<file path="src/design/sqv_pkg.sv">
// Package for the sprite quad vertex setup block.
// Transfer structs, configuration register codes and shared constants.
// No dependencies.
`default_nettype none
package sqv_pkg;

    localparam int unsigned SUM_W     = 28;
    localparam int unsigned SCREEN_LSB = 12;
    localparam logic [14:0] COLOR_WHITE = 15'h7FFF;
    localparam logic [4:0]  ALPHA_MAX   = 5'd31;
    localparam logic [1:0]  CORNER_LAST = 2'd3;

    typedef enum logic [2:0] {
        CFG_INST_ALPHA = 3'd0,
        CFG_INST_COLOR = 3'd1,
        CFG_INST_PID   = 3'd2,
        CFG_OFFSET_X   = 3'd3,
        CFG_OFFSET_Y   = 3'd4
    } t_cfg_idx;

    typedef struct packed {
        logic [39:0]        src_rect;
        logic [1:0]         flip_flags;
        logic signed [31:0] pos_x;
        logic signed [31:0] pos_y;
        logic [63:0]        matrix;
        logic [1:0]         priority_req;
        logic [4:0]         part_alpha;
        logic [14:0]        part_color;
        logic [5:0]         poly_id_offset;
        logic [5:0]         part_index;
    } t_part;

    typedef struct packed {
        logic [1:0]         corner;
        logic signed [15:0] vertex_x;
        logic signed [15:0] vertex_y;
        logic [1:0]         vertex_z;
        logic [14:0]        tex_u;
        logic [14:0]        tex_v;
        logic [4:0]         vtx_alpha;
        logic [5:0]         poly_id;
        logic [14:0]        vertex_color;
        logic               last;
    } t_vtx;

    typedef struct packed {
        logic [4:0]         inst_alpha;
        logic [14:0]        inst_color;
        logic [5:0]         inst_pid;
        logic signed [15:0] offset_x;
        logic signed [15:0] offset_y;
    } t_cfg;

    // Per-part attributes shared by all four corners.
    typedef struct packed {
        logic [14:0] u0;
        logic [14:0] u1;
        logic [14:0] v0;
        logic [14:0] v1;
        logic [1:0]  z;
        logic [4:0]  alpha;
        logic [5:0]  pid;
        logic [14:0] color;
    } t_attr;

    typedef struct packed {
        logic [SUM_W-1:0] bx;
        logic [SUM_W-1:0] by;
        logic [SUM_W-1:0] dxu;
        logic [SUM_W-1:0] dxv;
        logic [SUM_W-1:0] dyu;
        logic [SUM_W-1:0] dyv;
        t_attr            attr;
    } t_s1;

    typedef struct packed {
        logic [3:0][15:0] cx;
        logic [3:0][15:0] cy;
        t_attr            attr;
    } t_s2;

endpackage
`default_nettype wire

</file>
<file path="src/design/sqv_mul.sv">
// Stage 1: matrix products, base position, texture ends, alpha, tint, id.
// Depends on sqv_pkg.
`default_nettype none
module sqv_mul import sqv_pkg::*; (
    input  wire logic i_clk,
    input  wire logic i_rst_n,
    input  wire logic i_valid,
    input  wire t_part i_part,
    input  wire t_cfg  i_cfg,
    output logic      o_valid,
    output t_s1       o_s1
);

    logic r_valid;
    t_s1  r_s1;
    t_s1  n_s1;

    logic [9:0]         sx, sy, w, h;
    logic signed [26:0] p0, p1, p2, p3;
    logic [14:0]        ua, ub, va, vb;
    logic [10:0]        ap;
    logic [5:0]         a6;
    logic [9:0]         cp [3];
    logic [14:0]        tinted;

    always_comb begin
        sx = i_part.src_rect[9:0];
        sy = i_part.src_rect[19:10];
        w  = i_part.src_rect[29:20];
        h  = i_part.src_rect[39:30];

        p0 = 27'($signed(i_part.matrix[15:0]))  * 27'($signed({1'b0, w}));
        p1 = 27'($signed(i_part.matrix[31:16])) * 27'($signed({1'b0, h}));
        p2 = 27'($signed(i_part.matrix[47:32])) * 27'($signed({1'b0, w}));
        p3 = 27'($signed(i_part.matrix[63:48])) * 27'($signed({1'b0, h}));

        n_s1.bx  = i_part.pos_x[SUM_W-1:0] + {i_cfg.offset_x, 12'b0};
        n_s1.by  = i_part.pos_y[SUM_W-1:0] + {i_cfg.offset_y, 12'b0};
        n_s1.dxu = {p0[26], p0};
        n_s1.dxv = {p1[26], p1};
        n_s1.dyu = {p2[26], p2};
        n_s1.dyv = {p3[26], p3};

        ua = {1'b0, sx, 4'b0};
        ub = {11'({1'b0, sx} + {1'b0, w}), 4'b0};
        va = {1'b0, sy, 4'b0};
        vb = {11'({1'b0, sy} + {1'b0, h}), 4'b0};
        n_s1.attr.u0 = i_part.flip_flags[0] ? ub : ua;
        n_s1.attr.u1 = i_part.flip_flags[0] ? ua : ub;
        n_s1.attr.v0 = i_part.flip_flags[1] ? vb : va;
        n_s1.attr.v1 = i_part.flip_flags[1] ? va : vb;

        n_s1.attr.z = i_part.priority_req;

        ap = 11'(i_part.part_alpha) * (11'(i_cfg.inst_alpha) + 11'd1);
        a6 = ap[10:5];
        n_s1.attr.alpha = (a6 > 6'(ALPHA_MAX)) ? ALPHA_MAX : a6[4:0];

        n_s1.attr.pid = 6'(i_cfg.inst_pid + i_part.poly_id_offset + i_part.part_index);

        for (int ch = 0; ch < 3; ch++) begin
            cp[ch] = 10'(i_part.part_color[5*ch +: 5]) * 10'(i_cfg.inst_color[5*ch +: 5]);
            tinted[5*ch +: 5] = cp[ch][9:5];
        end
        if (i_cfg.inst_color == COLOR_WHITE) begin
            n_s1.attr.color = i_part.part_color;
        end else if (i_part.part_color == COLOR_WHITE) begin
            n_s1.attr.color = i_cfg.inst_color;
        end else begin
            n_s1.attr.color = tinted;
        end
    end

    always_ff @(posedge i_clk) begin
        if (!i_rst_n) begin
            r_valid <= 1'b0;
        end else begin
            r_valid <= i_valid;
        end
        r_s1 <= n_s1;
    end

    assign o_valid = r_valid;
    assign o_s1    = r_s1;

endmodule
`default_nettype wire

</file>
<file path="src/design/sqv_sum.sv">
// Stage 2: corner sums, floor shift and 16-bit wrap of screen coordinates.
// Depends on sqv_pkg.
`default_nettype none
module sqv_sum import sqv_pkg::*; (
    input  wire logic i_clk,
    input  wire logic i_rst_n,
    input  wire logic i_valid,
    input  wire t_s1  i_s1,
    output logic      o_valid,
    output t_s2       o_s2
);

    logic             r_valid;
    t_s2              r_s2;
    t_s2              n_s2;
    logic [SUM_W-1:0] sx1, sx2, sx3, sy1, sy2, sy3;

    // Only the low SUM_W bits feed the kept field, so modular sums are exact.
    always_comb begin
        sx1 = i_s1.bx + i_s1.dxu;
        sx2 = i_s1.bx + i_s1.dxu + i_s1.dxv;
        sx3 = i_s1.bx + i_s1.dxv;
        sy1 = i_s1.by + i_s1.dyu;
        sy2 = i_s1.by + i_s1.dyu + i_s1.dyv;
        sy3 = i_s1.by + i_s1.dyv;
        n_s2.cx[0] = i_s1.bx[SUM_W-1:SCREEN_LSB];
        n_s2.cx[1] = sx1[SUM_W-1:SCREEN_LSB];
        n_s2.cx[2] = sx2[SUM_W-1:SCREEN_LSB];
        n_s2.cx[3] = sx3[SUM_W-1:SCREEN_LSB];
        n_s2.cy[0] = i_s1.by[SUM_W-1:SCREEN_LSB];
        n_s2.cy[1] = sy1[SUM_W-1:SCREEN_LSB];
        n_s2.cy[2] = sy2[SUM_W-1:SCREEN_LSB];
        n_s2.cy[3] = sy3[SUM_W-1:SCREEN_LSB];
        n_s2.attr  = i_s1.attr;
    end

    always_ff @(posedge i_clk) begin
        if (!i_rst_n) begin
            r_valid <= 1'b0;
        end else begin
            r_valid <= i_valid;
        end
        r_s2 <= n_s2;
    end

    assign o_valid = r_valid;
    assign o_s2    = r_s2;

endmodule
`default_nettype wire

</file>
<file path="src/design/sqv_emit.sv">
// Stage 3: holds one quad and sends its four corners, one per cycle.
// Depends on sqv_pkg.
`default_nettype none
module sqv_emit import sqv_pkg::*; (
    input  wire logic i_clk,
    input  wire logic i_rst_n,
    input  wire logic i_valid,
    input  wire t_s2  i_s2,
    output logic      o_vtx_valid,
    output t_vtx      o_vtx
);

    logic       r_out_valid;
    t_vtx       r_out;
    t_s2        r_buf;
    logic [1:0] r_cnt;
    logic [1:0] n_cnt;
    logic       n_out_valid;
    t_vtx       n_out;

    function automatic t_vtx corner_of(t_s2 s, logic [1:0] k);
        t_vtx v;
        v.corner       = k;
        v.vertex_x     = s.cx[k];
        v.vertex_y     = s.cy[k];
        v.vertex_z     = s.attr.z;
        v.tex_u        = (k[0] ^ k[1]) ? s.attr.u1 : s.attr.u0;
        v.tex_v        = k[1] ? s.attr.v1 : s.attr.v0;
        v.vtx_alpha    = s.attr.alpha;
        v.poly_id      = s.attr.pid;
        v.vertex_color = s.attr.color;
        v.last         = (k == CORNER_LAST);
        return v;
    endfunction

    always_comb begin
        priority if (i_valid) begin
            n_out       = corner_of(i_s2, 2'd0);
            n_out_valid = 1'b1;
            n_cnt       = 2'd1;
        end else if (r_cnt != 2'd0) begin
            n_out       = corner_of(r_buf, r_cnt);
            n_out_valid = 1'b1;
            n_cnt       = r_cnt + 2'd1;
        end else begin
            n_out       = corner_of(r_buf, r_cnt);
            n_out_valid = 1'b0;
            n_cnt       = 2'd0;
        end
    end

    always_ff @(posedge i_clk) begin
        if (!i_rst_n) begin
            r_out_valid <= 1'b0;
            r_cnt       <= 2'd0;
        end else begin
            r_out_valid <= n_out_valid;
            r_cnt       <= n_cnt;
        end
        r_out <= n_out;
        if (i_valid) begin
            r_buf <= i_s2;
        end
    end

    assign o_vtx_valid = r_out_valid;
    assign o_vtx       = r_out;

`ifndef SYNTHESIS
    a_no_overrun: assert property (@(posedge i_clk) disable iff (!i_rst_n)
        i_valid |-> r_cnt == 2'd0)
        else $error("new quad arrived while corners still pending");

    a_burst: assert property (@(posedge i_clk) disable iff (!i_rst_n)
        (o_vtx_valid && o_vtx.corner != CORNER_LAST) |=>
        (o_vtx_valid && o_vtx.corner == 2'($past(o_vtx.corner) + 2'd1)))
        else $error("corner burst broken");

    a_pending_out: assert property (@(posedge i_clk) disable iff (!i_rst_n)
        (r_cnt != 2'd0) |-> (o_vtx_valid && o_vtx.corner == 2'(r_cnt - 2'd1)))
        else $error("pending corner count out of step with output");
`endif

endmodule
`default_nettype wire

</file>
<file path="src/design/sprite_quad_vertex_setup.sv">
// Top level of the sprite quad vertex setup: config registers, issue gate, stages.
// Depends on sqv_pkg, sqv_mul, sqv_sum, sqv_emit.
//
//  channel  direction  transfer when             payload
//  part     in         start && !busy            i_part  (t_part)
//  vertex   out        o_vtx_valid (no stall)    o_vtx   (t_vtx)
//  config   in         i_cfg_valid && ready      i_cfg_index, i_cfg_data
//
// A new part is not taken while busy is high, as the four corners share the result port.
// Corner 0 appears after the stage 1, stage 2 and output registers; corners 1..3 follow back to back.
// busy is high after each part transfer while r_hold counts down; o_cfg_ready is always high.
// Synchronous reset clears valids and counters and loads config reset values.
`default_nettype none
module sprite_quad_vertex_setup import sqv_pkg::*; (
    input  wire logic        i_clk,
    input  wire logic        i_rst_n,
    input  wire logic        start,
    output logic             busy,
    input  wire t_part       i_part,
    output logic             o_vtx_valid,
    output t_vtx             o_vtx,
    input  wire logic        i_cfg_valid,
    output logic             o_cfg_ready,
    input  wire logic [2:0]  i_cfg_index,
    input  wire logic [15:0] i_cfg_data
);

    t_cfg       r_cfg;
    t_cfg       n_cfg;
    logic [1:0] r_hold;
    logic [1:0] n_hold;
    logic       accept;
    logic       s1_valid, s2_valid;
    t_s1        s1;
    t_s2        s2;

    assign accept      = start && !busy;
    assign busy        = (r_hold != 2'd0);
    assign o_cfg_ready = 1'b1;

    always_comb begin
        n_cfg = r_cfg;
        if (i_cfg_valid) begin
            unique case (i_cfg_index)
                CFG_INST_ALPHA: n_cfg.inst_alpha = i_cfg_data[4:0];
                CFG_INST_COLOR: n_cfg.inst_color = i_cfg_data[14:0];
                CFG_INST_PID:   n_cfg.inst_pid   = i_cfg_data[5:0];
                CFG_OFFSET_X:   n_cfg.offset_x   = i_cfg_data;
                CFG_OFFSET_Y:   n_cfg.offset_y   = i_cfg_data;
                default:        n_cfg            = r_cfg;
            endcase
        end
        if (accept) begin
            n_hold = CORNER_LAST;
        end else if (r_hold != 2'd0) begin
            n_hold = r_hold - 2'd1;
        end else begin
            n_hold = 2'd0;
        end
    end

    always_ff @(posedge i_clk) begin
        if (!i_rst_n) begin
            r_cfg.inst_alpha <= ALPHA_MAX;
            r_cfg.inst_color <= COLOR_WHITE;
            r_cfg.inst_pid   <= 6'd0;
            r_cfg.offset_x   <= 16'sd0;
            r_cfg.offset_y   <= 16'sd0;
            r_hold           <= 2'd0;
        end else begin
            r_cfg  <= n_cfg;
            r_hold <= n_hold;
        end
    end

    sqv_mul u_mul (
        .i_clk   (i_clk),
        .i_rst_n (i_rst_n),
        .i_valid (accept),
        .i_part  (i_part),
        .i_cfg   (r_cfg),
        .o_valid (s1_valid),
        .o_s1    (s1)
    );

    sqv_sum u_sum (
        .i_clk   (i_clk),
        .i_rst_n (i_rst_n),
        .i_valid (s1_valid),
        .i_s1    (s1),
        .o_valid (s2_valid),
        .o_s2    (s2)
    );

    sqv_emit u_emit (
        .i_clk       (i_clk),
        .i_rst_n     (i_rst_n),
        .i_valid     (s2_valid),
        .i_s2        (s2),
        .o_vtx_valid (o_vtx_valid),
        .o_vtx       (o_vtx)
    );

`ifndef SYNTHESIS
    a_busy_window: assert property (@(posedge i_clk) disable iff (!i_rst_n)
        accept |=> busy ##1 busy ##1 busy ##1 !busy)
        else $error("busy window after part transfer is wrong");

    a_latency: assert property (@(posedge i_clk) disable iff (!i_rst_n)
        accept |-> ##3 (o_vtx_valid && o_vtx.corner == 2'd0))
        else $error("corner 0 not delivered on time");

    a_pipe_single: assert property (@(posedge i_clk) disable iff (!i_rst_n)
        s1_valid |-> !s2_valid)
        else $error("two parts in adjacent stages");
`endif

endmodule
`default_nettype wire

</file>
<file path="config.mk">
export PLATFORM = sky130hd
export DESIGN_NAME = sprite_quad_vertex_setup
export DESIGN_NICKNAME = d
export VERILOG_FILES = /design/src/design/sqv_pkg.sv /design/src/design/sqv_mul.sv /design/src/design/sqv_sum.sv /design/src/design/sqv_emit.sv /design/src/design/sprite_quad_vertex_setup.sv
export SDC_FILE = /design/constraint.sdc
export NUM_CORES = 2
export LEC_CHECK = 0
export ABC_AREA = 0
export ABC_CLOCK_PERIOD_IN_PS = 6400
export BUFFER_PORTS_ARGS = -buffer_cell sky130_fd_sc_hd__buf_2
export CORE_MARGIN = 3
export CORE_UTILIZATION = 30
export CTS_CLUSTER_DIAMETER = 150
export DETAILED_ROUTE_END_ITERATION = 8
export REMOVE_ABC_BUFFERS = 1
export SLEW_MARGIN = 20
export SYNTH_ARGS = -nofsm -noshare
export SYNTH_HDL_FRONTEND = slang
export SYNTH_SLANG_ARGS = --single-unit
</file>
<file path="constraint.sdc">
create_clock -name i_clk -period 6.4 [get_ports i_clk]
set_clock_uncertainty 0.1 [all_clocks]
set_input_delay 0.64 -clock i_clk [delete_from_list [all_inputs] [get_ports i_clk]]
set_output_delay 0.64 -clock i_clk [all_outputs]
set_load 0.03 [all_outputs]
</file>
==> impl_metrics.yaml <==
placement:
  hpwl_mm: 114
  io_buffers: 305
  gp_congestion: 0.860
setup_path:
  cp_max_fo: 8
  end_kind: "register"
  crit_top_cell: "fa_1"
  cp_data_required_time_ns: 6.91
  cp_top_family: "adder cells"
  slowest_stage: "fa_1"
  rrSetupSlack_ns: 1.32
  rr_worst_depth: 21
  max_stage_delay_ns: 0.52
  crit_path_start_kind: "primary input"
  r2r-start: "u_mul.o_s1[228]"
  path_cells: "buf_2 > buf_4 > nand2_1 > fa_1 > fa_1 > inv_1 > fa_1 > fa_1 > inv_1 > fa_1 > inv_1 > ha_1 > a21o_1 > a21o_1 > a21oi_1 > o21ai_0 > a211oi_1 > o31ai_1 > o41a_1 > a21o_1 > a21oi_1 > xnor2_1"
  cp.arrival_ns: 6.19
  crit_type: "in -> reg"
  r2r_end: "u_sum.o_s2[199]"
  path_buf_inv: 5
sta:
  post-route-period-util: 0.889
  setup_violations: 0
  hold_slack_ns: 0.0734
  final-max-slew-violation-count: 0
  fmaxAchievable_mhz: 176
  period_minus_slack_ns: 5.69
  rsz0062_at_grt: "false"
  hold_violations: 0
  slew_headroom: 0.329
  worstMarginPinSlew_ns: 1.01
routing:
  drc: 0
  drtAntennaViolNets: 0
  viasPerCell: 4.45
  firstDrtPassIters: 6
  wl_per_cell_um: 16.5
  drt_iter0_markers: 1696
  wl_mm: 140
  vias: 37600
pwr:
  netSwitchingFraction: 0.418
  ir_worst_vdd_mv: 0.334
  leakage_nw: 30.2
  pwr-share-clk: 0.171
  seqPwrFrac: 0.232
  p_comb_frac: 0.597
  p_sw_mw: 12.8
  p_int_mw: 17.9
  p_per_area_nw_per_um2: 478
  power_mw: 30.7
clock_tree:
  root_buffer: "clkbuf_16"
  cts_resized: 0
  path_clk_slew_ns: 0.06
  cts_buffer_depth: 3
  tritoncts: "yes"
  htreeDepth: 3
  numCtsBuffers: 89
  insertion_delay_ns: 0.71
  clock_sinks: 786
grt:
  overflow: 0
  grt_max_degree: 141
  grt.total_usage: 0.147
  first_global_vias: 40000
  grt_first_pass_wirelength_mm: 222
  antenna_found_initial: 47
run:
  drv_cap: 0
synthesis:
  yosys_warnings: 0
  ys_types: 81
  ys_top_cells_by_area: "fa_1, dfxtp_1, ha_1, edfxtp_1, inv_1"
  synth_top_area_cell: "fa_1"
  ys.flop_type: "dfxtp_1"
  async_reset_ff_frac: 0
  seq_area_frac_synth: 0.316
  synth_edf_count: 200
  syn_area_per_cell_um2: 10.2
  syn_inst: 5525
  synth_top_area_share: 0.224
  synth_seq_cells: 786
  syn_area_um2: 56100
floorplan:
  die_w_um: 438
  rows: 158
  start_util: 0.302
  die_area_um2: 192000
  die_h_um: 438
  pin_count: 323
  core_um2: 186000
min_path:
  hp-class: "in -> reg"
  min-delay-start: "i_part[139]"
  min_to: "u_mul.o_s1[237]"
  hold_depth: 1
layout:
  seq_area_um2: 17700
  multi_input_area_um2: 34200
  drive_gt1_frac: 0.112
  final_util: 0.346
  final_nets: 7245
  fillers: 18600
  syn_to_final_growth_pct: 14.5
status:
  status: "finished, final reports clean"
[placed cells by master (no fill, tap or decap), types with 11 or more instances in the layout]
cell	synthesis	final
o21a_1	43	43
nand4_1	16	16
nand3_1	66	66
mux4_2	32	32
clkbuf_16	0	90
edfxtp_1	200	200
o21bai_1	41	41
xnor2_1	183	183
nor3_1	49	49
a21o_1	93	93
nand2b_1	21	21
xor2_1	81	81
and2_1	342	342
nor2_1	147	147
buf_2	0	304
inv_1	928	928
diode_2	0	25
clkinv_2	0	17
o21ai_0	101	101
buf_4	9	92
dlygate4sd3_1	0	25
nand2_1	697	697
a21boi_0	40	40
and3_1	18	18
o21ai_1	19	19
clkbuf_1	165	11
fa_1	627	627
ha_1	525	525
nor2b_1	53	53
mux2_2	62	62
dfxtp_1	586	583
a21oi_1	196	196
mux2i_1	30	30
[logic make-up (layout without fill, tap and decap cells)]
logic type,count (synthesis),in the layout,synth area share
and+or+nand+nor,1437,1437,0.121
AOI/OAI and AO/OA,647,647,0.0748
buffers and inverters,1112,1521,0.0750
other,2,34,0.000134
muxes,124,124,0.0306
adders and majority gates,1152,1152,0.341
xor gates and xnor gates,265,265,0.0416
DFF,786,786,0.316
[power by group through the flow]
stage	logic [mW]	registers, mW	clock network, mW
3_5_place_dp	18.4	7.23	0
4_1_cts	18.6	7.13	5.47
5_1_grt	20.9	7.21	5.66
3_3_place_gp	18.0	7.21	0
6_report	18.3	7.11	5.26
2_1_floorplan	13.5	7.07	0
[state kept, by name (all words and copies together), names as in the netlist, 2 cells and up]
signal,flops
u_mul.o_s1,236
u_emit.r_buf,200
u_sum.o_s2,200
u_emit.o_vtx,85
r_cfg,58
r_hold,2
u_emit.r_cnt,2
[synthesized netlist by cell type, drive strengths merged, types with 4 or more instances]
cell and count:
a211oi 10, nand2 697, inv 928, and2 342, o22ai 4, edfxtp 200, a21o 94, nand4 16
or3 9, nor3 49, and3 18, o21ai 120, a31oi 10, mux2i 30, xnor2 183, o31ai 5
o41ai 4, ha 525, a211o 5, buf 19, or2 5, o211ai 7, o21bai 42, nor2 147
nand2b 21, xor2 81, a21boi 46, mux4 32, a311oi 5, clkbuf 165, a41o 5, dfxtp 586
nand3 66, o31a 8, a41oi 7, a31o 6, mux2 62, a21oi 200, nor2b 53, o21a 43
fa 627
[layout make-up]
| class | instances | area share |
|---|---|---|
| Tap cell | 2480 | 0.0483 |
| Multi-Input combinational cell | 3634 | 0.532 |
| Timing Repair Buffer | 427 | 0.0402 |
| Clock buffer | 107 | 0.0370 |
| Inverter | 928 | 0.0542 |
| Clock inverter | 59 | 0.0108 |
| Sequential cell | 786 | 0.276 |
| Antenna cell | 25 | 0.000974 |
[worst register-to-register path, cell delays in order (launching register included)]
cell,delay [ns]
dfxtp_1,0.36
ha_1,0.25
fa_1,0.40
a21oi_1,0.21
o21ai_1,0.10
a21o_1,0.21
a21oi_1,0.26
inv_1,0.07
a21oi_1,0.22
xnor2_1,0.16
ha_1,0.29
a21o_1,0.17
a21oi_1,0.14
nor2b_1,0.07
o31ai_1,0.36
a21oi_1,0.19
o2111a_1,0.31
o2111ai_1,0.30
nand3_1,0.15
a31oi_1,0.34
o21bai_1,0.13
xor3_1,0.19
[timing repair]
| action | CTS | global route |
|---|---|---|
| setup buffers | 0 | 0 |
| hold buffers | 24 | 1 |
| endpoints found under the hold margin | 24 | 1 |
[worst max-delay path by stage]
stage,start,end,cells after the start
after global placement,i_part[186],u_mul.o_s1[195],22
after CTS,i_part[196],u_mul.o_s1[113],22
after detailed placement,i_part[186],u_mul.o_s1[195],22
final,i_part[196],u_mul.o_s1[113],22
after global routing,i_part[196],u_mul.o_s1[170],23
after floorplan,u_sum.o_valid,u_emit.o_vtx_valid,2
[through the flow]
step | cells | setup slack [ns] | cell area [µm²] | TNS (ns)
2_1_floorplan | 5348 | -3.62 | 55400 | -337.70
3_3_place_gp | 8230 | 0.0423 | 60800 | 0
3_5_place_dp | 8230 | -0.0145 | 60800 | -0.0145
4_1_cts | 8420 | 0.769 | 64100 | 0
5_1_grt | 8438 | 0.399 | 64200 | 0
6_report | 8446 | 0.713 | 64200 | 0
[routing by layer]
layer | vias to the layer above | global-route usage | share of wire
met5 | - | 0 | 0.00061
met4 | 12 | 0.0783 | 0.056
met3 | 251 | 0.0264 | 0.044
met2 | 712 | 0.251 | 0.48
met1 | 18300 | 0.175 | 0.42
li1 | 18300 | - | -
(Power assumes the default switching activity.)
